## config.mk

```make
export PLATFORM = sky130hd
export DESIGN_NAME = oaht_front
export DESIGN_NICKNAME = d
export VERILOG_FILES = /design/src/sv/oaht_pkg.sv /design/src/sv/oaht_front.sv
export SDC_FILE = /design/constraint.sdc
export NUM_CORES = 1
export LEC_CHECK = 0
export ABC_CLOCK_PERIOD_IN_PS = 10100
export BUFFER_PORTS_ARGS = -buffer_cell sky130_fd_sc_hd__buf_2
export CORE_ASPECT_RATIO = 0.7
export CORE_MARGIN = 8
export CORE_UTILIZATION = 55
export DETAILED_ROUTE_END_ITERATION = 8
export GPL_ROUTABILITY_DRIVEN = 0
export GPL_TIMING_DRIVEN = 0
export PLACE_DENSITY_LB_ADDON = 0.25
export SETUP_SLACK_MARGIN = 0.4
export SYNTH_ARGS = -nofsm -noshare
export SYNTH_HDL_FRONTEND = slang
export SYNTH_SLANG_ARGS = --single-unit
```

## constraint.sdc

```tcl
create_clock -name clk -period 10.1 [get_ports clk]
set_clock_uncertainty 0.15 [all_clocks]
set_input_delay 1.01 -clock clk [delete_from_list [all_inputs] [get_ports clk]]
set_output_delay 1.01 -clock clk [all_outputs]
set_load 0.005 [all_outputs]
```

## src/sv/oaht_pkg.sv

```systemverilog
// Shared types and constants for the open-addressing hash table.
`default_nettype none
package oaht_pkg;
	localparam int SizeW  = 11;
	localparam int CollW  = 48;
	localparam int HashW  = 64;
	localparam int StepShift = 16;
	localparam int CntW   = $clog2(HashW);
	localparam int MinSize = 13;
	localparam int RedW   = 16;
	localparam int CfgIdxW  = 1;
	localparam int CfgDataW = 11;
	localparam logic [CollW-1:0] CollMax = '1;
	localparam logic [CfgIdxW-1:0] CFG_PROBE_MODE = 1'd0;
	localparam logic [CfgIdxW-1:0] CFG_TABLE_SIZE = 1'd1;
	localparam logic [RedW-1:0] CustLin  = 16'd17;
	localparam logic [RedW-1:0] CustQuad = 16'd31;
	localparam logic [SizeW-1:0] CustQuadInc = 11'd62;

	typedef enum logic [1:0] {
		KIND_SEARCH = 2'd0,
		KIND_INSERT = 2'd1,
		KIND_ERASE  = 2'd2,
		KIND_OTHER  = 2'd3
	} kind_t;

	typedef enum logic [1:0] {
		ST_OK   = 2'd0,
		ST_MISS = 2'd1,
		ST_DUP  = 2'd2,
		ST_FULL = 2'd3
	} status_t;

	typedef enum logic [1:0] {
		MARK_EMPTY = 2'd0,
		MARK_OCC   = 2'd1,
		MARK_DEL   = 2'd2
	} mark_t;

	typedef enum logic [1:0] {
		F_IDLE,
		F_DIV,
		F_RED,
		F_PUSH
	} front_state_t;

	typedef enum logic [1:0] {
		B_CLEAR,
		B_IDLE,
		B_RD,
		B_EV
	} back_state_t;

	typedef struct packed {
		kind_t            kind;
		logic [SizeW-1:0] m;
		logic [SizeW-1:0] home;
		logic [SizeW-1:0] d0;
		logic [SizeW-1:0] inc;
	} job_t;
endpackage
`default_nettype wire

```

## src/sv/oaht_front.sv

```systemverilog
// Front end: takes an item, derives home slot and probe increments.
`default_nettype none
module oaht_front #(
	parameter int TABLE_DEPTH = 1024,
	parameter int KEY_WIDTH   = 64,
	parameter int VALUE_WIDTH = 32
) (
	input  wire logic                        clk,
	input  wire logic                        arst_n,
	input  wire logic                        take,
	input  wire logic [1:0]                  kind,
	input  wire logic [KEY_WIDTH-1:0]        key,
	input  wire logic [oaht_pkg::HashW-1:0]  key_hash,
	input  wire logic [VALUE_WIDTH-1:0]      value,
	input  wire logic                        probe_mode,
	input  wire logic [oaht_pkg::SizeW-1:0]  table_size,
	input  wire logic                        q_full,
	output logic                             busy,
	output logic                             push,
	output oaht_pkg::job_t                   job,
	output logic [KEY_WIDTH-1:0]             push_key,
	output logic [VALUE_WIDTH-1:0]           push_value
);
	import oaht_pkg::*;

	front_state_t state_q, state_d;
	kind_t               kind_q;
	logic [KEY_WIDTH-1:0]   key_q;
	logic [VALUE_WIDTH-1:0] value_q;
	logic                mode_q;
	logic [SizeW-1:0]    m_q, m_eff, r1_q, r2_q, r1_n, r2_n, mm1, step, acc2_q;
	logic [HashW-1:0]    sh_q, sh2_q;
	logic [CntW-1:0]     cnt_q;
	logic [RedW-1:0]     acc_q, m16;
	logic [SizeW:0]      t1, t2;
	logic                div_last, red_done;

	always_comb begin
		if (table_size < SizeW'(MinSize))
			m_eff = SizeW'(MinSize);
		else if (32'(table_size) > TABLE_DEPTH)
			m_eff = SizeW'(TABLE_DEPTH);
		else
			m_eff = table_size;
	end

	assign mm1 = m_q - 1'b1;
	assign t1  = {r1_q, sh_q[HashW-1]};
	assign t2  = {r2_q, sh2_q[HashW-1]};
	assign r1_n = (t1 >= {1'b0, m_q}) ? SizeW'(t1 - {1'b0, m_q}) : SizeW'(t1);
	assign r2_n = (t2 >= {1'b0, mm1}) ? SizeW'(t2 - {1'b0, mm1}) : SizeW'(t2);
	assign step = r2_n + 1'b1;
	assign m16  = RedW'(m_q);
	assign div_last = (cnt_q == CntW'(HashW - 1));
	assign red_done = (acc_q < m16) && (acc2_q < m_q);

	always_ff @(posedge clk or negedge arst_n) begin
		if (!arst_n)
			state_q <= F_IDLE;
		else
			state_q <= state_d;
	end

	always_comb begin
		state_d = state_q;
		push    = 1'b0;
		unique case (state_q)
			F_IDLE: if (take) state_d = F_DIV;
			F_DIV:  if (div_last) state_d = F_RED;
			F_RED:  if (red_done) state_d = F_PUSH;
			F_PUSH: begin
				if (!q_full) begin
					push    = 1'b1;
					state_d = F_IDLE;
				end
			end
		endcase
	end

	always_ff @(posedge clk) begin
		unique case (state_q)
			F_IDLE: begin
				if (take) begin
					kind_q  <= kind_t'(kind);
					key_q   <= key;
					value_q <= value;
					mode_q  <= probe_mode;
					m_q     <= m_eff;
					sh_q    <= key_hash;
					sh2_q   <= {StepShift'(0), key_hash[HashW-1:StepShift]};
					r1_q    <= '0;
					r2_q    <= '0;
					cnt_q   <= '0;
				end
			end
			F_DIV: begin
				r1_q  <= r1_n;
				r2_q  <= r2_n;
				sh_q  <= {sh_q[HashW-2:0], 1'b0};
				sh2_q <= {sh2_q[HashW-2:0], 1'b0};
				cnt_q <= cnt_q + 1'b1;
				if (div_last) begin
					acc_q  <= mode_q ? RedW'(step) * CustLin + CustQuad : RedW'(step);
					acc2_q <= mode_q ? CustQuadInc : '0;
				end
			end
			F_RED: begin
				if (acc_q >= m16) acc_q <= acc_q - m16;
				if (acc2_q >= m_q) acc2_q <= acc2_q - m_q;
			end
			F_PUSH: ;
		endcase
	end

	assign busy       = (state_q != F_IDLE);
	assign job.kind   = kind_q;
	assign job.m      = m_q;
	assign job.home   = r1_q;
	assign job.d0     = SizeW'(acc_q);
	assign job.inc    = acc2_q;
	assign push_key   = key_q;
	assign push_value = value_q;
endmodule
`default_nettype wire

```

**Word-level counts from Yosys, hierarchy flattened**

Cells that the tools add are included.

- Bits in registers: 295
- Latch bits: 0
- RAM bits: 0
- Memory bits (read-only): 0
- Bits of input ports: 178
- Output and inout port bits: 144
- Logic and storage cells: 79
- Memories: 0

- $add $sub $neg: 8
- Multipliers: 1
- Div/mod/pow operators: 0
- Magnitude comparators: 8
- Equal/unequal tests: 10
- Shift operators: 0
- Mux-type cells: 27
- Bitwise gates (word level): 0
- Reductions and logical operators: 11

Operator list:

| operator | count |
|---|---|
| $pmux 64 s2 | 2 |
| $mux 64 | 2 |
| $mux 11 | 6 |
| $pmux 11 s2 | 3 |
| $mux 16 | 3 |
| $sub 11x11->11 | 3 |
| $pmux 16 s2 | 1 |
| $ge 12x11->1 | 2 |
| $add 16x5->16 const B | 1 |
| $ge 16x11->1 | 1 |
| $lt 16x11->1 | 1 |
| $mul 11x5->16 const B | 1 |
| $sub 16x11->16 | 1 |
| $mux 6 | 2 |
| $ne 2x2->1 const B | 6 |
| $pmux 6 s2 | 1 |
| $add 11x1->11 const B | 1 |
| $ge 11x11->1 | 1 |
| $gt 11x11->1 const B | 1 |
| $lt 11x11->1 | 1 |
| $lt 11x4->1 const B | 1 |
| $sub 11x1->11 const B | 1 |
| $mux 2 | 4 |
| $pmux 2 s4 | 1 |
| other kinds (12) | 18 |

**Depth between registers and ports, before layout**

Gate-level depths: netlist (run 1).

- Word-level depth: 9
- Mapped depth: 32
- Gate-level depth less buffers: 29

**Worst setup path after synthesis (run 1)**

Ideal clock, no wire load.

- Path kind: in2reg
- Start point: in take
- End point: reg cnt_q[0] (enable)
- Setup time: 0.514 ns
- Arrival time: 8.929 ns
- Data required time: 9.436 ns
- Path slack: 0.507 ns
- Stages: 3
- Buffers on the path: 0
- Cells stage by stage: inv_1 nor2_1 a21o_1

- Cells in the longest elaborated chain, start to end: 2

Ends and longest elaborated chain:

| item | line | text |
|---|---|---|
| start, declared | oaht_front.sv:10 | `input wire logic take,` |
| $ne 2x2->1 (no source line) | - |  |
| $reduce_and 2->1 (no source line) | - |  |
| end signal, assigned | oaht_front.sv:101 | `cnt_q <= cnt_q + 1'b1;` |
| end, declared | oaht_front.sv:33 | `logic [CntW-1:0] cnt_q;` |

Every way passes these cells.
A chain may end at the register's enable or synchronous reset.

**Worst setup path after layout (run 1)**

- Start point: reg m_q[1]
- End point: reg acc_q[14], data pin

- Cells in the longest elaborated chain, start to end: 9
- Elaborated cells between the ends (all ways): 12
- Classes of those cells: add/sub: 5; mul: 1; order compare: 1; mux: 5

Ends and longest elaborated chain:

| item | line | text |
|---|---|---|
| start, declared | oaht_front.sv:31 | `logic [SizeW-1:0] m_q, m_eff, r1_q, r2_q, r1_n, r2_n, mm1, step, acc2_q;` |
| start signal, assigned | oaht_front.sv:88 | `m_q <= m_eff;` |
| $sub 11x1->11 (*) | oaht_front.sv:47 | `assign mm1 = m_q - 1'b1;` |
| $sub 11x11->11 or $ge 12x11->1 (tied branches) | oaht_front.sv:51 | `assign r2_n = (t2 >= {1'b0, mm1}) ? SizeW'(t2 - {1'b0, mm1}) : SizeW'(t2);` |
| $mux 11 (*) | oaht_front.sv:51 |  |
| via r2_n[1] | oaht_front.sv:31 |  |
| $add 11x1->11 (*) | oaht_front.sv:52 | `assign step = r2_n + 1'b1;` |
| $mul 11x5->16 (*) | oaht_front.sv:103 | `acc_q <= mode_q ? RedW'(step) * CustLin + CustQuad : RedW'(step);` |
| $add 16x5->16 (*) | oaht_front.sv:103 |  |
| $mux 16 (*) | oaht_front.sv:103 |  |
| $mux 16 (*) | oaht_front.sv:102 | `if (div_last) begin` |
| $pmux 16 s2 (*) | oaht_front.sv:81 | `unique case (state_q)` |
| end signal, assigned | oaht_front.sv:103 |  |
| end signal, assigned | oaht_front.sv:108 | `if (acc_q >= m16) acc_q <= acc_q - m16;` |
| end, declared | oaht_front.sv:34 | `logic [RedW-1:0] acc_q, m16;` |

The timed path passes the listed nets; every way through them passes the cells marked *. The select of a mux whose other input is x is not followed.

==> run metrics, run 1 <==
Worst path slowest cell edfxtp_1; I/O pin count about 320; reg2reg end acc_q[14]; synthesized cell area ~15000 sq um; Yosys reg bits 295; post-route cell area 17700 sq um; ant diodes 0; DR iter-0 viols 901; Hold WC Path Type in2async; NumNets Final between 1500 and 2000; worst reg2reg path startpoint m_q[1]; status finished clean; Final WS setup between 2000 and 2500 ps; final core occ approximately two thirds; antenna violations before repair 2; cell mode on critical path ha_1; die area between 30000 and 40000 sq um; CTS H-Tree Depth 1; Final Setup Violations 0; clock root cell clkbuf_16; DRC 0; syn_nets 1508; Arr. time, crit path approximately 8000 ps; per-cell routed wire length between 15 and 20 um; crit path kind reg2reg; share of layout cells above drive strength 1 25.6%; Routed WL between 30000 and 40000 um; critical-path maximum fanout 10; Clock Latency Late Sink roughly 560 ps; startpoint types flip-flop; DRT Pass-1 Iters 5; Final period util between 70% and 80%; Core Area between 20000 and 30000 sq um; clock tree buffer depth 3; vias in the first global route roughly 11000; starting density of the core between 50% and 60%; Critical Path End acc_q[14]; PostCTS Resize Cnt 0; max-slew violations 0; DRT antenna net count 0; I/O Buffers between 300 and 400; Post-DP HPWL between 20000 and 30000 um; P&R area growth vs syn 21.3%; Worst Path Required 10240 ps; Cell Rows 50; synthesized netlist cell count 1251; Synth Flop Type edfxtp_1; number of buffers created by CTS 29; Final Hold Vio Count 0; R2R setup slack around 2100 ps; post-placement cell area between 15000 and 20000 sq um; Die Ht roughly 150 um; clk sinks ~300; CP endpoint kind flip-flop; Clock transition at path regs about 60 ps; GRT overflow 0; via count 10900; RSZ-0062 raised after global routing no; CP Launch Point m_q[1]; FMAX 125 MHz; CTS tree done; vias per cell between 5 and 6; first-pass GRT wire length approximately 60000 um; Tmin final approximately 8000 ps; Chip Width 211 um; Post-synth ARST share 0.678%; reg2reg path depth 30; Slew HR around 18%; total of max-cap violations 0; Worst-Margin Slew about 1200 ps; Fin Hold WS approximately 83 ps; Ys Warns 0; Post-synth EDFFs approximately 300; dpl ws 2180 ps; Post-CTS Setup Repair Bufs 0; cts hold-fix bufs 0; Synth Area per Inst 11.7 sq um; Seq/Total Area, Yosys between 60 and 70%; library cells used by synthesis between 70 and 80; worst stage delay on the critical path between 600 and 700 ps; largest net degree at the start of global routing 59; Tot GR Track Use roughly a quarter
cell type report:
class / count / area [sq um]
Buffer: 52 / 256
Clock buffer: 37 / 756
Clock inverter: 16 / 148
Fill cell: 1970 / 8720
Inverter: 52 / 195
Multi-Input combinational cell: 852 / 5350
Sequential cell: 295 / 8850
Tap cell: 364 / 455
Timing Repair Buffer: 327 / 1740
worst min-delay path by stage:
stage	start	to	slack, ps	depth (start not counted)
after floorplan	sh2_q[9]	sh2_q[10]	340	2
after CTS	arst_n	state_q[0]	60	1
after global routing	arst_n	state_q[1]	70	1
after detailed placement	sh_q[19]	sh_q[20]	350	2
after global placement	sh2_q[40]	sh2_q[41]	350	2
final	arst_n	state_q[1]	80	1
cell usage in the layout, fill, tap and decap left out, types with 23 or more instances in the layout:
cell       Yosys  final
xor2_1        23     23
nand2_1      290    290
ha_1          74     74
xnor2_1       38     38
clkbuf_1      32     40
buf_2          4    325
o21ai_0       42     42
a21oi_1       50     50
nand3_1       26     26
edfxtp_1     293    293
clkbuf_16      0     29
inv_1         51     51
nor2_1        50     49
state kept, by name (all words and copies together), names as in the netlist, 6 cells and up:
signal,flops
acc2_q,11
r2_q,11
m_q,11
acc_q,16
sh_q,64
sh2_q,64
push_value,32
r1_q,11
push_key,64
cnt_q,6
layer usage:
metal,share of wire [%],track usage (%)
met1,42,31.9
met2,46,37.3
met3,9.8,6.84
met4,2.4,5.88
met5,0.067,0
worst max-delay path: cells and delay by family, from the launching register on:
family / cells / cell delay, ps
buf+inv: 3 / 890
fa+ha+maj: 4 / 1340
simple gates: 9 / 1470
xor+xnor: 3 / 450
compound gates: 11 / 2800
flops: 1 / 630
per-stage QoR:
step / std cells / setup TNS (ps)
floorplan: 1251 / 0
global route: 1995 / 0
finish: 1995 / 0
global placement: 1936 / -364760
detailed placement: 1942 / 0
CTS: 1995 / 0
kinds of logic after synthesis:
| family | synth area share (%) |
|---|---|
| AND/OR/NAND/NOR | 14.9 |
| buffers and inverters | 3.09 |
| multiplexers | 1.77 |
| AO/OA/AOI/OAI | 8.96 |
| adder cells (fa/ha/maj) | 7.01 |
| XOR/XNOR | 3.76 |
| flip-flops | 60.5 |
Yosys cell counts, types with 5 or more instances:
| cell type | number | area (sq um) |
|---|---|---|
| nand2_1 | 290 | 1090 |
| nand2b_1 | 11 | 68.8 |
| nand4_1 | 9 | 56.3 |
| o21bai_1 | 5 | 37.5 |
| o21a_1 | 8 | 60.1 |
| fa_1 | 5 | 100 |
| and3_1 | 9 | 56.3 |
| o21ai_1 | 5 | 25.0 |
| a31oi_1 | 5 | 31.3 |
| a21boi_0 | 6 | 45.0 |
| o31ai_1 | 5 | 37.5 |
| and2_1 | 22 | 138 |
| a21oi_1 | 50 | 250 |
| ha_1 | 74 | 926 |
| or3_1 | 10 | 62.6 |
| mux2i_1 | 9 | 90.1 |
| mux2_2 | 15 | 169 |
| a21o_1 | 15 | 113 |
| nor4_1 | 5 | 31.3 |
| o21ai_0 | 42 | 210 |
| nor3_1 | 22 | 110 |
| xor2_1 | 23 | 201 |
| buf_4 | 11 | 82.6 |
| edfxtp_1 | 293 | 8800 |
| inv_1 | 51 | 191 |
| nor2_1 | 50 | 188 |
| a211oi_1 | 7 | 52.6 |
| clkbuf_1 | 32 | 120 |
| xnor2_1 | 38 | 333 |
| nand3_1 | 26 | 130 |
| nor2b_1 | 20 | 125 |
| o211ai_1 | 7 | 52.6 |
Power of run 1 is left out: the tool's default activity adds up to more than one toggle a clock period on the data nets, which glitch-free logic cannot reach.
==> run 2: changes to the inputs <==
--- a/config.mk
+++ b/config.mk
@@ -5,7 +5,7 @@
 export SDC_FILE = /design/constraint.sdc
 export NUM_CORES = 1
 export LEC_CHECK = 0
-export ABC_CLOCK_PERIOD_IN_PS = 10100
+export ABC_CLOCK_PERIOD_IN_PS = 8100
 export BUFFER_PORTS_ARGS = -buffer_cell sky130_fd_sc_hd__buf_2
 export CORE_ASPECT_RATIO = 0.7
 export CORE_MARGIN = 8
==> constraint.sdc (replaced) <==
create_clock -name clk -period 8.1 [get_ports clk]
set_clock_uncertainty 0.15 [all_clocks]
set_input_delay 0.81 -clock clk [delete_from_list [all_inputs] [get_ports clk]]
set_output_delay 0.81 -clock clk [all_outputs]
set_load 0.005 [all_outputs]
==> run metrics, run 2 (same netlist as run 1, synthesis figures left out) <==
clk sinks 295; number of buffers created by CTS 28; Clock transition at path regs ~70 ps; max-slew violations 0; Tot GR Track Use about a quarter; crit path kind reg2reg; CTS tree done; Worst-Margin Slew roughly 1300 ps; CP endpoint kind flip-flop; largest net degree at the start of global routing between 70 and 80; Post-DP HPWL about 29000 um; Core Area 26500 sq um; dpl ws 172 ps; Worst path slowest cell edfxtp_1; total negative slack 0 ps; Final period util approximately nine tenths; vias per cell roughly 5.4; most common cell after layout, fill and taps aside buf_2; Slew HR 14.4%; total of max-cap violations 0; I/O Buffers approximately 320; NumNets Final between 1500 and 2000; share of layout cells above drive strength 1 about a quarter; reg2reg end acc_q[14]; first-pass GRT wire length 59000 um; DR iter-0 viols roughly 1000; cell mode on critical path ha_1; worst stage delay on the critical path 500 ps; CP Launch Point m_q[1]; DRT antenna net count 0; Final WS setup between 700 and 800 ps; Hold WC Path Type in2reg; clock root cell clkbuf_16; final core occ between 60% and 70%; startpoint types flip-flop; Arr. time, crit path ~7500 ps; CTS H-Tree Depth 1; I/O pin count roughly 320; GRT overflow 0; DRC 0; worst reg2reg path startpoint m_q[1]; Critical Path End acc_q[14]; reg2reg path depth 30; vias in the first global route 10600; P&R area growth vs syn 22.5%; RSZ-0062 raised after global routing no; dpl cells roughly 1900; commonest cells after routing, fill and taps aside buf_2 (325), edfxtp_1 (293), nand2_1 (290), ha_1 (73), inv_1 (50); Clock Latency Late Sink ~560 ps; critical-path maximum fanout 10; die area between 30000 and 40000 sq um; status finished clean; per-cell routed wire length about 19 um; FMAX 136 MHz; Tmin final between 7000 and 8000 ps; Cell Rows 50; Worst Path Required between 8000 and 9000 ps; Non-Filler Instances around 2000; Chip Width about 210 um; Final Hold Vio Count 0; R2R setup slack about 750 ps; Final Setup Violations 0; clock tree buffer depth 3; DRT Pass-1 Iters 5; via count roughly 11000; Routed WL around 40000 um; Die Ht approximately 150 um; starting density of the core between 50% and 60%; antenna violations before repair 2
==> run 2: cell count changes in the layout (fill, tap and decap cells not counted), moves of 2 or more <==
cell	change
diode_2	+2
buf_4	+3
clkbuf_1	-2
clkinv_1	-5
nor3_2	+2
clkinvlp_4	+2
bufinv_16	+5
nor3_1	-2
==> run 2: timing repair <==
item,in CTS,in global routing
endpoints found under the setup margin,1,4
gates resized for setup,2,6
pin swaps,0,0
hold buffers,1,0
gates cloned,0,0
setup buffers,1,2
endpoints found under the hold margin,2,0
==> run 2: layout make-up <==
class | instances | area (sq um)
Buffer | 52 | 256
Sequential cell | 295 | 8850
Inverter | 52 | 195
Tap cell | 364 | 455
Timing Repair Buffer | 331 | 1770
Fill cell | 2012 | 8550
Antenna cell | 2 | 5.00
Clock buffer | 34 | 723
Clock inverter | 17 | 282
Multi-Input combinational cell | 852 | 5380
==> run 2: worst max-delay path: cells and delay by family, from the launching register on <==
family                     cells  cell delay [ps]
DFF                            1              500
buffers and inverters          3              660
AOI/OAI and AO/OA             10             1950
xor gates and xnor gates       2              410
adders and majority gates      5             1610
and+or+nand+nor               10             1810
==> run 2: metrics by stage <==
step	area, sq um	hold WS, ps
final	17900	269
after global routing	17900	250
after CTS	17900	242
after detailed placement	16800	354
after global placement	16700	348
after floorplan	14600	345
==> run 2: how the worst min path moves through the flow <==
| stage | start | to | slack [ps] | depth (start not counted) |
|---|---|---|---|---|
| 4_1_cts | key[48] | push_key[48] | 240 | 1 |
| 5_1_grt | key[48] | push_key[48] | 250 | 1 |
| 6_report | key[34] | push_key[34] | 270 | 1 |
| 2_1_floorplan | sh2_q[9] | sh2_q[10] | 340 | 2 |
| 3_3_place_gp | sh2_q[40] | sh2_q[41] | 350 | 2 |
| 3_5_place_dp | sh_q[39] | sh_q[40] | 350 | 2 |
==> run 2: metal layers <==
layer | part of all wire (%) | track usage (%)
met5 | 0.021 | 0
met3 | 9.5 | 7.03
met4 | 2.5 | 6.08
met1 | 43 | 31.7
met2 | 45 | 36.4
Power of run 2 is left out for the same reason.
