`src/sv/oaht_pkg.sv`:
```
// Shared types and constants for the open-addressing hash table.
`default_nettype none
package oaht_pkg;
	localparam int SizeW  = 11;
	localparam int CollW  = 48;
	localparam int HashW  = 64;
	localparam int StepShift = 16;
	localparam int CntW   = $clog2(HashW);
	localparam int MinSize = 13;
	localparam int RedW   = 16;
	localparam int CfgIdxW  = 1;
	localparam int CfgDataW = 11;
	localparam logic [CollW-1:0] CollMax = '1;
	localparam logic [CfgIdxW-1:0] CFG_PROBE_MODE = 1'd0;
	localparam logic [CfgIdxW-1:0] CFG_TABLE_SIZE = 1'd1;
	localparam logic [RedW-1:0] CustLin  = 16'd17;
	localparam logic [RedW-1:0] CustQuad = 16'd31;
	localparam logic [SizeW-1:0] CustQuadInc = 11'd62;

	typedef enum logic [1:0] {
		KIND_SEARCH = 2'd0,
		KIND_INSERT = 2'd1,
		KIND_ERASE  = 2'd2,
		KIND_OTHER  = 2'd3
	} kind_t;

	typedef enum logic [1:0] {
		ST_OK   = 2'd0,
		ST_MISS = 2'd1,
		ST_DUP  = 2'd2,
		ST_FULL = 2'd3
	} status_t;

	typedef enum logic [1:0] {
		MARK_EMPTY = 2'd0,
		MARK_OCC   = 2'd1,
		MARK_DEL   = 2'd2
	} mark_t;

	typedef enum logic [1:0] {
		F_IDLE,
		F_DIV,
		F_RED,
		F_PUSH
	} front_state_t;

	typedef enum logic [1:0] {
		B_CLEAR,
		B_IDLE,
		B_RD,
		B_EV
	} back_state_t;

	typedef struct packed {
		kind_t            kind;
		logic [SizeW-1:0] m;
		logic [SizeW-1:0] home;
		logic [SizeW-1:0] d0;
		logic [SizeW-1:0] inc;
	} job_t;
endpackage
`default_nettype wire

```
`src/sv/oaht_fifo.sv`:
```
// Two-entry queue between front end and probe engine.
`default_nettype none
module oaht_fifo #(
	parameter int KEY_WIDTH   = 64,
	parameter int VALUE_WIDTH = 32
) (
	input  wire logic                   clk,
	input  wire logic                   arst_n,
	input  wire logic                   push,
	input  wire oaht_pkg::job_t         push_job,
	input  wire logic [KEY_WIDTH-1:0]   push_key,
	input  wire logic [VALUE_WIDTH-1:0] push_value,
	input  wire logic                   pop,
	output logic                        full,
	output logic                        valid,
	output oaht_pkg::job_t              job,
	output logic [KEY_WIDTH-1:0]        key,
	output logic [VALUE_WIDTH-1:0]      value
);
	import oaht_pkg::*;

	job_t                   job_q   [2];
	logic [KEY_WIDTH-1:0]   key_q   [2];
	logic [VALUE_WIDTH-1:0] value_q [2];
	logic       wp_q, rp_q;
	logic [1:0] cnt_q;

	always_ff @(posedge clk or negedge arst_n) begin
		if (!arst_n) begin
			wp_q  <= 1'b0;
			rp_q  <= 1'b0;
			cnt_q <= '0;
		end else begin
			if (push) wp_q <= ~wp_q;
			if (pop)  rp_q <= ~rp_q;
			cnt_q <= cnt_q + {1'b0, push} - {1'b0, pop};
		end
	end

	always_ff @(posedge clk) begin
		if (push) begin
			job_q[wp_q]   <= push_job;
			key_q[wp_q]   <= push_key;
			value_q[wp_q] <= push_value;
		end
	end

	assign full  = (cnt_q == 2'd2);
	assign valid = (cnt_q != 2'd0);
	assign job   = job_q[rp_q];
	assign key   = key_q[rp_q];
	assign value = value_q[rp_q];

	a_no_overflow: assert property (@(posedge clk) disable iff (!arst_n)
		push |-> !full) else $error("queue overflow");
	a_no_underflow: assert property (@(posedge clk) disable iff (!arst_n)
		pop |-> valid) else $error("queue underflow");
endmodule
`default_nettype wire

```
`config.mk`:
```
export PLATFORM = sky130hd
export DESIGN_NAME = oaht_fifo
export DESIGN_NICKNAME = d
export VERILOG_FILES = /design/src/sv/oaht_pkg.sv /design/src/sv/oaht_fifo.sv
export SDC_FILE = /design/constraint.sdc
export NUM_CORES = 1
export LEC_CHECK = 0
export BUFFER_PORTS_ARGS = -buffer_cell sky130_fd_sc_hd__buf_2
export CORE_ASPECT_RATIO = 0.5
export CORE_MARGIN = 2
export CORE_UTILIZATION = 35
export DETAILED_ROUTE_END_ITERATION = 12
export PLACE_DENSITY = 0.56
export SLEW_MARGIN = 10
export SYNTH_ARGS = -nofsm -noshare
export SYNTH_HDL_FRONTEND = slang
export SYNTH_SLANG_ARGS = --single-unit
```
`constraint.sdc`:
```
create_clock -name clk -period 10.1 [get_ports clk]
set_input_delay 2.02 -clock clk [delete_from_list [all_inputs] [get_ports clk]]
set_output_delay 2.02 -clock clk [all_outputs]
set_load 0.02 [all_outputs]
```
# Word level (Yosys, flattened, before mapping)
# Memory sizes are Yosys's and may differ from the RTL's.
# Cells that the tools add are included.
dict set report totals {
  reg_bits 4
  latch_bits 0
  mem_bits_rw 284
  rom_bits 0
  inputBits 146
  memories 3
}
# name words width read_ports rd_clocked_by_memory_dff write_ports line_no
set mem_list {}
lappend mem_list {key_q 2 64 1 0 1 oaht_fifo.sv:23} ;# logic [KEY_WIDTH-1:0] key_q [2];
lappend mem_list {job_q 2 46 1 0 1 oaht_fifo.sv:22} ;# job_t job_q [2];
lappend mem_list {value_q 2 32 1 0 1 oaht_fifo.sv:24} ;# logic [VALUE_WIDTH-1:0] value_q [2];
dict set report op_classes {
  addsub 2
  multipliers 0
  n_div 0
  order_cmp 0
  n_eq_ne 1
  shifts 0
  n_mux 2
  n_bitwise 2
  n_reduce_logical 1
}
# op n
set ops {}
lappend ops {{$add 2x1->2} 1}
lappend ops {{$eq 2x2->1 const B} 1}
lappend ops {{$mux 1} 2}
lappend ops {{$not 1->1} 2}
lappend ops {{$reduce_bool 2->1} 1}
lappend ops {{$sub 2x1->2} 1}

# Longest topological paths before layout
# Gate-level depths: netlist (run 1).
dict set report depth {
  word_depth 2
  depth_mapped 5
  ltp_nobuf 5
}

# Least setup slack after synthesis (run 1)
# No wires, ideal clock.
dict set report synth_timing {
  path_kind {input-to-reg}
  startpoint {input port push}
  endpoint {memory job_q[0][0] (netlist bit) (enable)}
  arrival_time_ns 8.166
  t_required_ns 9.438
  slack_ns 1.272
  stages 1
  n_path_buf 0
  path_cell_list {nor2b_1}
}
dict set report synth_between {
  elab_chain_cells 2
}
# item line_no
set synth_lines {}
lappend synth_lines {{start, declared} oaht_fifo.sv:9} ;# input wire logic push,
lappend synth_lines {{$mux 1} oaht_fifo.sv:41} ;# if (push) begin
lappend synth_lines {{$mux 1 (implied by the code)} oaht_fifo.sv:42} ;# job_q[wp_q] <= push_job;
lappend synth_lines {{end, declared} oaht_fifo.sv:22}
# Every way passes these cells.

# Worst setup path in the final report (run 1)
dict set report layout_timing {
  startpoint {register rp_q}
  endpoint {output port key[23]}
}
dict set report layout_between {
  elab_chain_cells 1
}
# item line_no
set layout_lines {}
lappend layout_lines {{start, declared} oaht_fifo.sv:25} ;# logic wp_q, rp_q;
lappend layout_lines {{start signal, assigned} oaht_fifo.sv:35} ;# if (pop) rp_q <= ~rp_q;
lappend layout_lines {{$mem_v2 2x64} -}
lappend layout_lines {{end, declared} oaht_fifo.sv:17} ;# output logic [KEY_WIDTH-1:0] key,
# Every way passes these cells.

==> results of run 1 <==
-- final cells by class --
type	count	area, um2	share of cell area (%)
flip-flops and latches	288	8630	64.2
multi-input cells	151	1960	14.6
repair buffers	294	1500	11.1
clock buffers	30	687	5.11
well taps	399	499	3.71
clock inverters	18	164	1.22
inverters	2	7.51	0.0558
diodes	2	5.00	0.0372
-- cell families after synthesis --
| family | count (synthesis) |
|---|---|
| buf+inv | 18 |
| simple gates | 4 |
| flops | 288 |
| fa+ha+maj | 2 |
| xor+xnor | 3 |
| mux | 142 |
-- power groups by stage --
| stage | clock [mW] | combinational [mW] | sequential (mW) |
|---|---|---|---|
| 4_1_cts | 1.03 | 1.31 | 1.69 |
| 2_1_floorplan | 0 | 0.970 | 1.69 |
| 3_5_place_dp | 0 | 1.30 | 1.72 |
| 3_3_place_gp | 0 | 1.30 | 1.71 |
| 6_report | 0.994 | 1.27 | 1.69 |
| 5_1_grt | 1.08 | 1.35 | 1.71 |
-- cells in the mapped netlist (all sizes together) --
master / count / area [um2]
buf: 16 / 136
or2: 1 / 6.26
inv: 2 / 7.51
and2: 1 / 6.26
xor3: 1 / 23.8
ha: 2 / 25.0
xor2: 2 / 17.5
edfxtp: 284 / 8530
dfrtp: 4 / 100
mux2: 142 / 1860
nor2b: 2 / 12.5
-- critical path, cell delays in order (launching register included) --
cell and delay, ns:
dfrtp_4 1.01, buf_4 0.76, mux2_2 0.41, buf_2 0.16
-- state kept, by name, summed over array words and instances, names as in the netlist --
signal	count
wp_q	1
value_q	64
key_q	128
job_q	92
rp_q	1
cnt_q	2
-- how the worst max path moves through the flow --
stage	start	endpoint	slack, ns
2_1_floorplan	push	job_q[0][0]	1.27
3_3_place_gp	rp_q	key[20]	5.60
3_5_place_dp	rp_q	key[23]	5.58
4_1_cts	rp_q	key[23]	4.99
5_1_grt	rp_q	key[20]	4.88
6_report	rp_q	key[23]	5.09
-- per-stage QoR --
stage / instances / area, um2 / utilization, % / total power [mW] / worst slack [ns]
2_1_floorplan: 457 / 10700 / - / 2.66 / 1.27
3_3_place_gp: 1134 / 12600 / 41.7 / 3.01 / 5.60
3_5_place_dp: 1134 / 12600 / 41.7 / 3.02 / 5.58
4_1_cts: 1182 / 13400 / 44.5 / 4.03 / 4.99
5_1_grt: 1184 / 13500 / 44.5 / 4.14 / 4.88
6_report: 1184 / 13500 / 44.5 / 3.96 / 5.09
-- layer usage --
metal	vias up	part of all wire, %	global-route usage (%)
met4	2	2.6	4.27
met2	79	57	25.9
met1	2747	37	14.7
li1	2441	-	-
met5	-	0.058	0
met3	41	3.2	2.80
==> metrics.yaml, run 1 <==
cts:
  cts_tree: "yes"
  clk_latency_ns: 0.54
  post_cts_resized: 0
  h-tree-depth: 1
  max-clock-path-buffers: 3
  ctsHoldBuffers: 0
  cts_buffers: 27
  path_clk_slew_ns: 0.06
  clock-sinks: 288
  clock_tree.root_cell: "clkbuf_16"
  postCtsSetupBuffers: 0
sta:
  max_freq_ghz: 0.199
  finalHoldViolCount: 0
  fin_crit_sh_pct: 49.6
  finalSetupViolations: 0
  fin_crit_ns: 5.01
  worst_slew_pin_slew_ns: 1.01
  slew_violations: 0
  worst_hold_slack_ns: 0.549
  rsz0062_at_grt: "no"
  fin_tns_setup_ns: 0
  relSlewSlack_pct: 32.4
  finClkSkew_ns: 0.0126
die:
  io-pin-count: 290
  start_util_pct: 35.5
  rows: 45
  coreArea_um2: 30200
  die_area_um2: 32100
  die_w_um: 252
  die_h_um: 128
yosys:
  synthDistinctLibCells: 13
  syn-num-nets: 605
  synth-compound-area-share_pct: 0
  synthAdderAreaFrac_pct: 0.233
  synth_mux_area_share_pct: 17.4
  syn_area_um2: 10700
  syn_area_per_cell_um2: 23.5
  ys_seq_area_share_pct: 80.4
  yosys_warnings: 0
  syn_inst: 457
  synth_xor_area_share_pct: 0.385
  synth_seq_cells: 288
  synth-simple-area-share_pct: 0.233
  synth_top_family_by_area: "multiplexers"
cells_and_area:
  layout_commonest_cell: "buf_2"
  syn_to_final_growth_pct: 25.4
  mostFrequentLayoutCells: "buf_2, edfxtp_1, mux2_2"
  n_fill_cell: 2664
  final_nets: 912
  drive_above_1_share_pct: 61.2
global_route:
  overflow: 0
  grt_util_all_layers_pct: 13.4
  antenna_found_initial: 3
  grt_pass1_vias: 5422
  grt_max_degree: 143
  grt_pass1_wl_um: 32200
route:
  drt-initial-drc-count: 339
  via_per_inst: 4.48
  drc: 0
  wl_per_cell_um: 19.0
  firstDrtPassIters: 4
  vias: 5310
  postRouteAntennaNets: 0
  finalWirelength_um: 22500
setup_path:
  reg2reg_depth: 2
  r2r-start: "wp_q"
  crit_required_ns: 8.08
  crit_path_max_fanout: 58
  rrSetupSlack_ns: 7.80
  critical_path_class: "reg2out"
  worstReg2RegEnd: "value_q[1][9]"
  startpoint_type: "register"
  cp.arrival_ns: 2.99
  cp-end-kind: "output pin"
job:
  max_cap_viol_count: 0
power_and_ir_drop:
  switching_share_pct: 31.9
  p_int_mw: 2.69
  leakagePower_nw: 5.22
  power_frac_clock_pct: 25.1
  seqPwrFrac_pct: 42.7
  switching_power_mw: 1.26
  ir_drop_mv: 0.167
  combPwrFrac_pct: 32.2
  power_density_nw_per_um2: 294
hold_path:
  hold_depth: 1
  hold_class: "reg2reg"
  hold_start: "wp_q"
  min_to: "wp_q"
place:
  gp_congestion: 0.745
  place_hpwl_um: 14800
  io_buffers: 289
status:
  outcome: "finished clean"
(Power assumes the default switching activity.)
==> run 2: changes to the inputs <==
- PLACE_DENSITY: 0.56 -> 0.58
- clock period: 10.1 -> 4.1 ns (I/O delays scaled with it)
==> metrics.yaml, run 2 (synthesized netlist as in run 1, its figures left out) <==
status:
  outcome: "finished clean"
cells_and_area:
  top_regs: "key_q (128), job_q (92), value_q (64)"
  final_util_pct: 45.2  # +0.68 points
  drive_above_1_share_pct: 61.8  # +0.63 points
  final_nets: 915  # +0.33%
  top_register: "key_q"
  layout_commonest_cell: "buf_2"
  syn_to_final_growth_pct: 27.4
  mostFrequentLayoutCells: "buf_2, edfxtp_1, mux2_2"
  largest_reg_flops: 128  # unchanged
setup_path:
  cp-end-kind: "output pin"
  r2r-start: "wp_q"
  crit_path_start: "rp_q"
  startpoint_type: "register"
  crit_required_ns: 3.28  # -4.80 ns
  crit_path_max_fanout: 29  # -50%
  critical_path_class: "reg2out"
  cp.arrival_ns: 2.27  # -0.72 ns
global_route:
  antenna_found_initial: 2  # -1
  overflow: 0  # unchanged
  grt_util_all_layers_pct: 13.5  # +0.15 points
  grt_pass1_vias: 5405  # -0.31%
  grt_pass1_wl_um: 32700  # +1.6%
  grt_max_degree: 75  # -48%
sta:
  finalSetupViolations: 0  # unchanged
  fin_crit_sh_pct: 75.4
  rsz0062_at_grt: "no"
  max_freq_ghz: 0.324
  relSlewSlack_pct: 33.6  # +1.3 points
  worst_slew_pin_slew_ns: 0.995  # -0.0190 ns
  finClkSkew_ns: 0.0104  # -0.00224 ns
  fin_tns_setup_ns: 0  # unchanged
  fin_crit_ns: 3.09
  slew_violations: 0  # unchanged
  finalHoldViolCount: 0  # unchanged
route:
  firstDrtPassIters: 4  # unchanged
  via_per_inst: 4.49  # +0.10%
  finalWirelength_um: 22700  # +1.2%
  postRouteAntennaNets: 0  # unchanged
  drt-initial-drc-count: 304  # -10%
  wl_per_cell_um: 19.1  # +0.80%
  vias: 5338  # +0.53%
  drc: 0  # unchanged
cts:
  cts_buffers: 28  # +3.7%
  clk_latency_ns: 0.54  # about the same
  post_cts_resized: 0  # unchanged
  path_clk_slew_ns: 0.06  # about the same
  postCtsSetupBuffers: 0  # unchanged
  clock_tree.root_cell: "clkbuf_16"
  cts_tree: "yes"
  max-clock-path-buffers: 3  # unchanged
  h-tree-depth: 1  # unchanged
  clock-sinks: 288  # unchanged
  ctsHoldBuffers: 0  # unchanged
die:
  io-pin-count: 290  # unchanged
  start_util_pct: 35.5  # unchanged
  coreArea_um2: 30200  # unchanged
  die_area_um2: 32100  # unchanged
  die_w_um: 252  # unchanged
  rows: 45  # unchanged
  die_h_um: 128  # unchanged
power_and_ir_drop:
  power_density_nw_per_um2: 740  # +150%
  leakagePower_nw: 5.30  # +1.6%
  ir_drop_mv: 0.337  # +100%
place:
  io_buffers: 289  # unchanged
  gp_congestion: 0.778  # +4.5%
  place_hpwl_um: 15300  # +3.2%
hold_path:
  hold_class: "in2async"
job:
  max_cap_viol_count: 0  # unchanged
## run 2: cell types whose count changed in the layout (fill, tap and decap cells not counted), sizes merged
| cell | before | now |
|---|---|---|
| buf | 294 | 296 |
| bufinv | 3 | 6 |
| clkbuf | 30 | 32 |
| clkinv | 13 | 8 |
| clkinvlp | 1 | 4 |
## run 2: routing by layer
| metal | global-route usage, % | share of wire [%] | vias up |
|---|---|---|---|
| li1 | - | - | 2447 |
| met1 | 15.2 | 37 | 2763 |
| met2 | 26.6 | 58 | 94 |
| met3 | 2.34 | 3.0 | 34 |
| met4 | 3.54 | 2.0 | 0 |
| met5 | 0 | 0 | - |
## run 2: area by class of cell
class	instances	area (um2)
Multi-Input combinational cell	151	1960
Antenna cell	2	5.00
Inverter	2	7.51
Tap cell	399	499
Fill cell	2620	16600
Clock buffer	32	737
Sequential cell	288	8630
Timing Repair Buffer	296	1560
Clock inverter	19	255
## run 2: report_power, final
part	internal (mW)	total (mW)	switching [mW]
logic	1.37	3.25	1.88
clock network	1.67	2.76	1.09
registers	3.91	4.10	0.197
## run 2: path summary, 6_finish.rpt
path                                 endpoint  slack, ns  cells after the start
worst max-delay path                value[31]       1.01                      3
worst min-delay path                 cnt_q[0]       0.08                      1
worst max register to register  value_q[1][7]       2.30                      2
worst min register to register           wp_q       0.54                      1
max in group asynchronous                rp_q       3.88                      1
min in group clk                 key_q[1][63]       0.47                      1
## run 2: worst max-delay path: stages, from the launching register on
cell,delay (ns)
dfrtp_4,0.75
buf_4,0.42
mux2_2,0.38
buf_2,0.16
## run 2: stage by stage
stage	worst slack [ns]	cells	hold slack (ns)	area (um2)	power, mW
2_1_floorplan	0.715	457	0.508	10700	6.48
3_3_place_gp	1.55	1136	0.538	12700	7.44
3_5_place_dp	1.55	1136	0.533	12700	7.49
4_1_cts	0.951	1187	0.0493	13700	10.3
5_1_grt	0.879	1189	0.0473	13700	10.6
6_report	1.01	1189	0.0837	13700	10.1
==> run 3: changes to the inputs <==
- PLACE_DENSITY: 0.58 -> 0.56
- clock period: 4.1 -> 2.85 ns (I/O delays scaled with it)
==> metrics.yaml, run 3 (synthesized netlist as in run 1, its figures left out) <==
die:
  die_h_um: 128  # unchanged
  start_util_pct: 35.5  # unchanged
  coreArea_um2: 30200  # unchanged
  die_area_um2: 32100  # unchanged
  io-pin-count: 290  # unchanged
  rows: 45  # unchanged
  die_w_um: 252  # unchanged
cts:
  clock-sinks: 288  # unchanged
  cts_buffers: 27  # -3.6%
  max-clock-path-buffers: 3  # unchanged
  cts_tree: "yes"
  post_cts_resized: 0  # unchanged
  postCtsSetupBuffers: 0  # unchanged
  path_clk_slew_ns: 0.07  # about the same
  clk_latency_ns: 0.54  # about the same
  h-tree-depth: 1  # unchanged
  clock_tree.root_cell: "clkbuf_16"
  ctsHoldBuffers: 1  # +1
sta:
  worst_hold_slack_ns: 0.217  # +0.134 ns
  relSlewSlack_pct: 53.5  # +20 points
  worst_slew_pin_slew_ns: 0.698  # -0.298 ns
  slew_violations: 0  # unchanged
  rsz0062_at_grt: "no"
  fin_crit_ns: 2.68
  finalHoldViolCount: 0  # unchanged
  fin_tns_setup_ns: 0  # unchanged
  fin_crit_sh_pct: 94.1
  finClkSkew_ns: 0.0123  # +0.00198 ns
  finalSetupViolations: 0  # unchanged
  fin_ws_ns: 0.167  # -0.843 ns
  max_freq_ghz: 0.373
route:
  wl_per_cell_um: 18.9  # -1.3%
  via_per_inst: 4.47  # -0.32%
  drt-initial-drc-count: 348  # +14%
  vias: 5361  # +0.43%
  firstDrtPassIters: 5  # +1
  postRouteAntennaNets: 0  # unchanged
  finalWirelength_um: 22600  # -0.57%
  drc: 0  # unchanged
cells_and_area:
  layout_commonest_cell: "buf_2"
  final_util_pct: 44.8  # -0.37 points
  top_regs: "key_q (128), job_q (92), value_q (64)"
  largest_reg_flops: 128  # unchanged
  drive_above_1_share_pct: 60.7  # -1.1 points
  fin_area_um2: 13500  # -0.82%
  syn_to_final_growth_pct: 26.3
  final_nets: 918  # +0.33%
  mostFrequentLayoutCells: "buf_2, edfxtp_1, mux2_2"
  fin_cells: 1198  # +0.76%
  top_register: "key_q"
power_and_ir_drop:
  p_int_mw: 9.54  # +37%
  p_total_mw: 14.0  # +39%
  ir_drop_mv: 0.579  # +72%
  switching_share_pct: 32.0  # +0.71 points
  power_density_nw_per_um2: 1040  # +40%
  switching_power_mw: 4.50  # +42%
  seqPwrFrac_pct: 41.9  # +1.3 points
  power_frac_clock_pct: 24.3  # -3.0 points
  combPwrFrac_pct: 33.7  # +1.6 points
  leakagePower_nw: 5.25  # -1.0%
hold_path:
  hold_start: "push_job[44]"
  hold_depth: 1
  hold_class: "in2reg"
place:
  gp_congestion: 0.781  # +0.41%
  dp.cells: 1139  # +0.26%
  placed_cell_area_um2: 12700  # +0.28%
  io_buffers: 289  # unchanged
  pre_cts_ws_ns: 0.705  # -0.843 ns
  place_hpwl_um: 15100  # -1.2%
setup_path:
  cp-end-kind: "output pin"
  crit_required_ns: 2.28  # -1.00 ns
  cp.arrival_ns: 2.11  # -0.16 ns
  r2r-start: "wp_q"
  critical_path_class: "reg2out"
  crit_path_start: "rp_q"
  reg2reg_depth: 2  # unchanged
  crit_path_max_fanout: 36  # +24%
  startpoint_type: "register"
global_route:
  antenna_found_initial: 9  # +7
  grt_pass1_wl_um: 32800  # +0.13%
  grt_max_degree: 95  # +27%
  grt_util_all_layers_pct: 13.5  # about the same
  overflow: 0  # unchanged
  grt_pass1_vias: 5518  # +2.1%
job:
  max_cap_viol_count: 0  # unchanged
status:
  outcome: "finished clean"
## run 3: final cells by class
cell class                      count  area [um2]
Clock inverter                     16         121
Fill cell                        2639       16700
Inverter                            2        7.51
Sequential cell                   288        8630
Antenna cell                       10        25.0
Clock buffer                       32         694
Multi-Input combinational cell    151        1960
Tap cell                          399         499
Timing Repair Buffer              300        1610
## run 3: power by group through the flow
stage / Combinational (mW) / Clock (mW) / Sequential [mW]
after global routing: 5.01 / 3.69 / 5.97
after detailed placement: 4.83 / 0 / 5.99
after CTS: 4.85 / 3.53 / 5.90
final: 4.74 / 3.41 / 5.89
after global placement: 4.81 / 0 / 5.96
after floorplan: 3.44 / 0 / 5.88
## run 3: layer usage
layer	GRT usage [%]	vias to the layer above	part of all wire [%]
met5	0	-	0
met4	5.74	0	2.9
met3	2.92	40	3.1
met2	25.5	92	56
met1	14.9	2768	38
li1	-	2461	-
## run 3: worst max-delay path: stages (launching register included)
cell	delay, ns
dfrtp_4	0.72
buf_12	0.30
mux2_2	0.38
buf_2	0.16
## run 3: path summary, 6_finish.rpt
path | slack [ns] | to
max in group asynchronous | 2.31 | rp_q
worst max register to register | 1.29 | value_q[1][26]
worst min register to register | 0.55 | wp_q
worst min-delay path | 0.22 | job_q[1][44]
min in group asynchronous | 0.40 | wp_q
worst max-delay path | 0.17 | key[56]
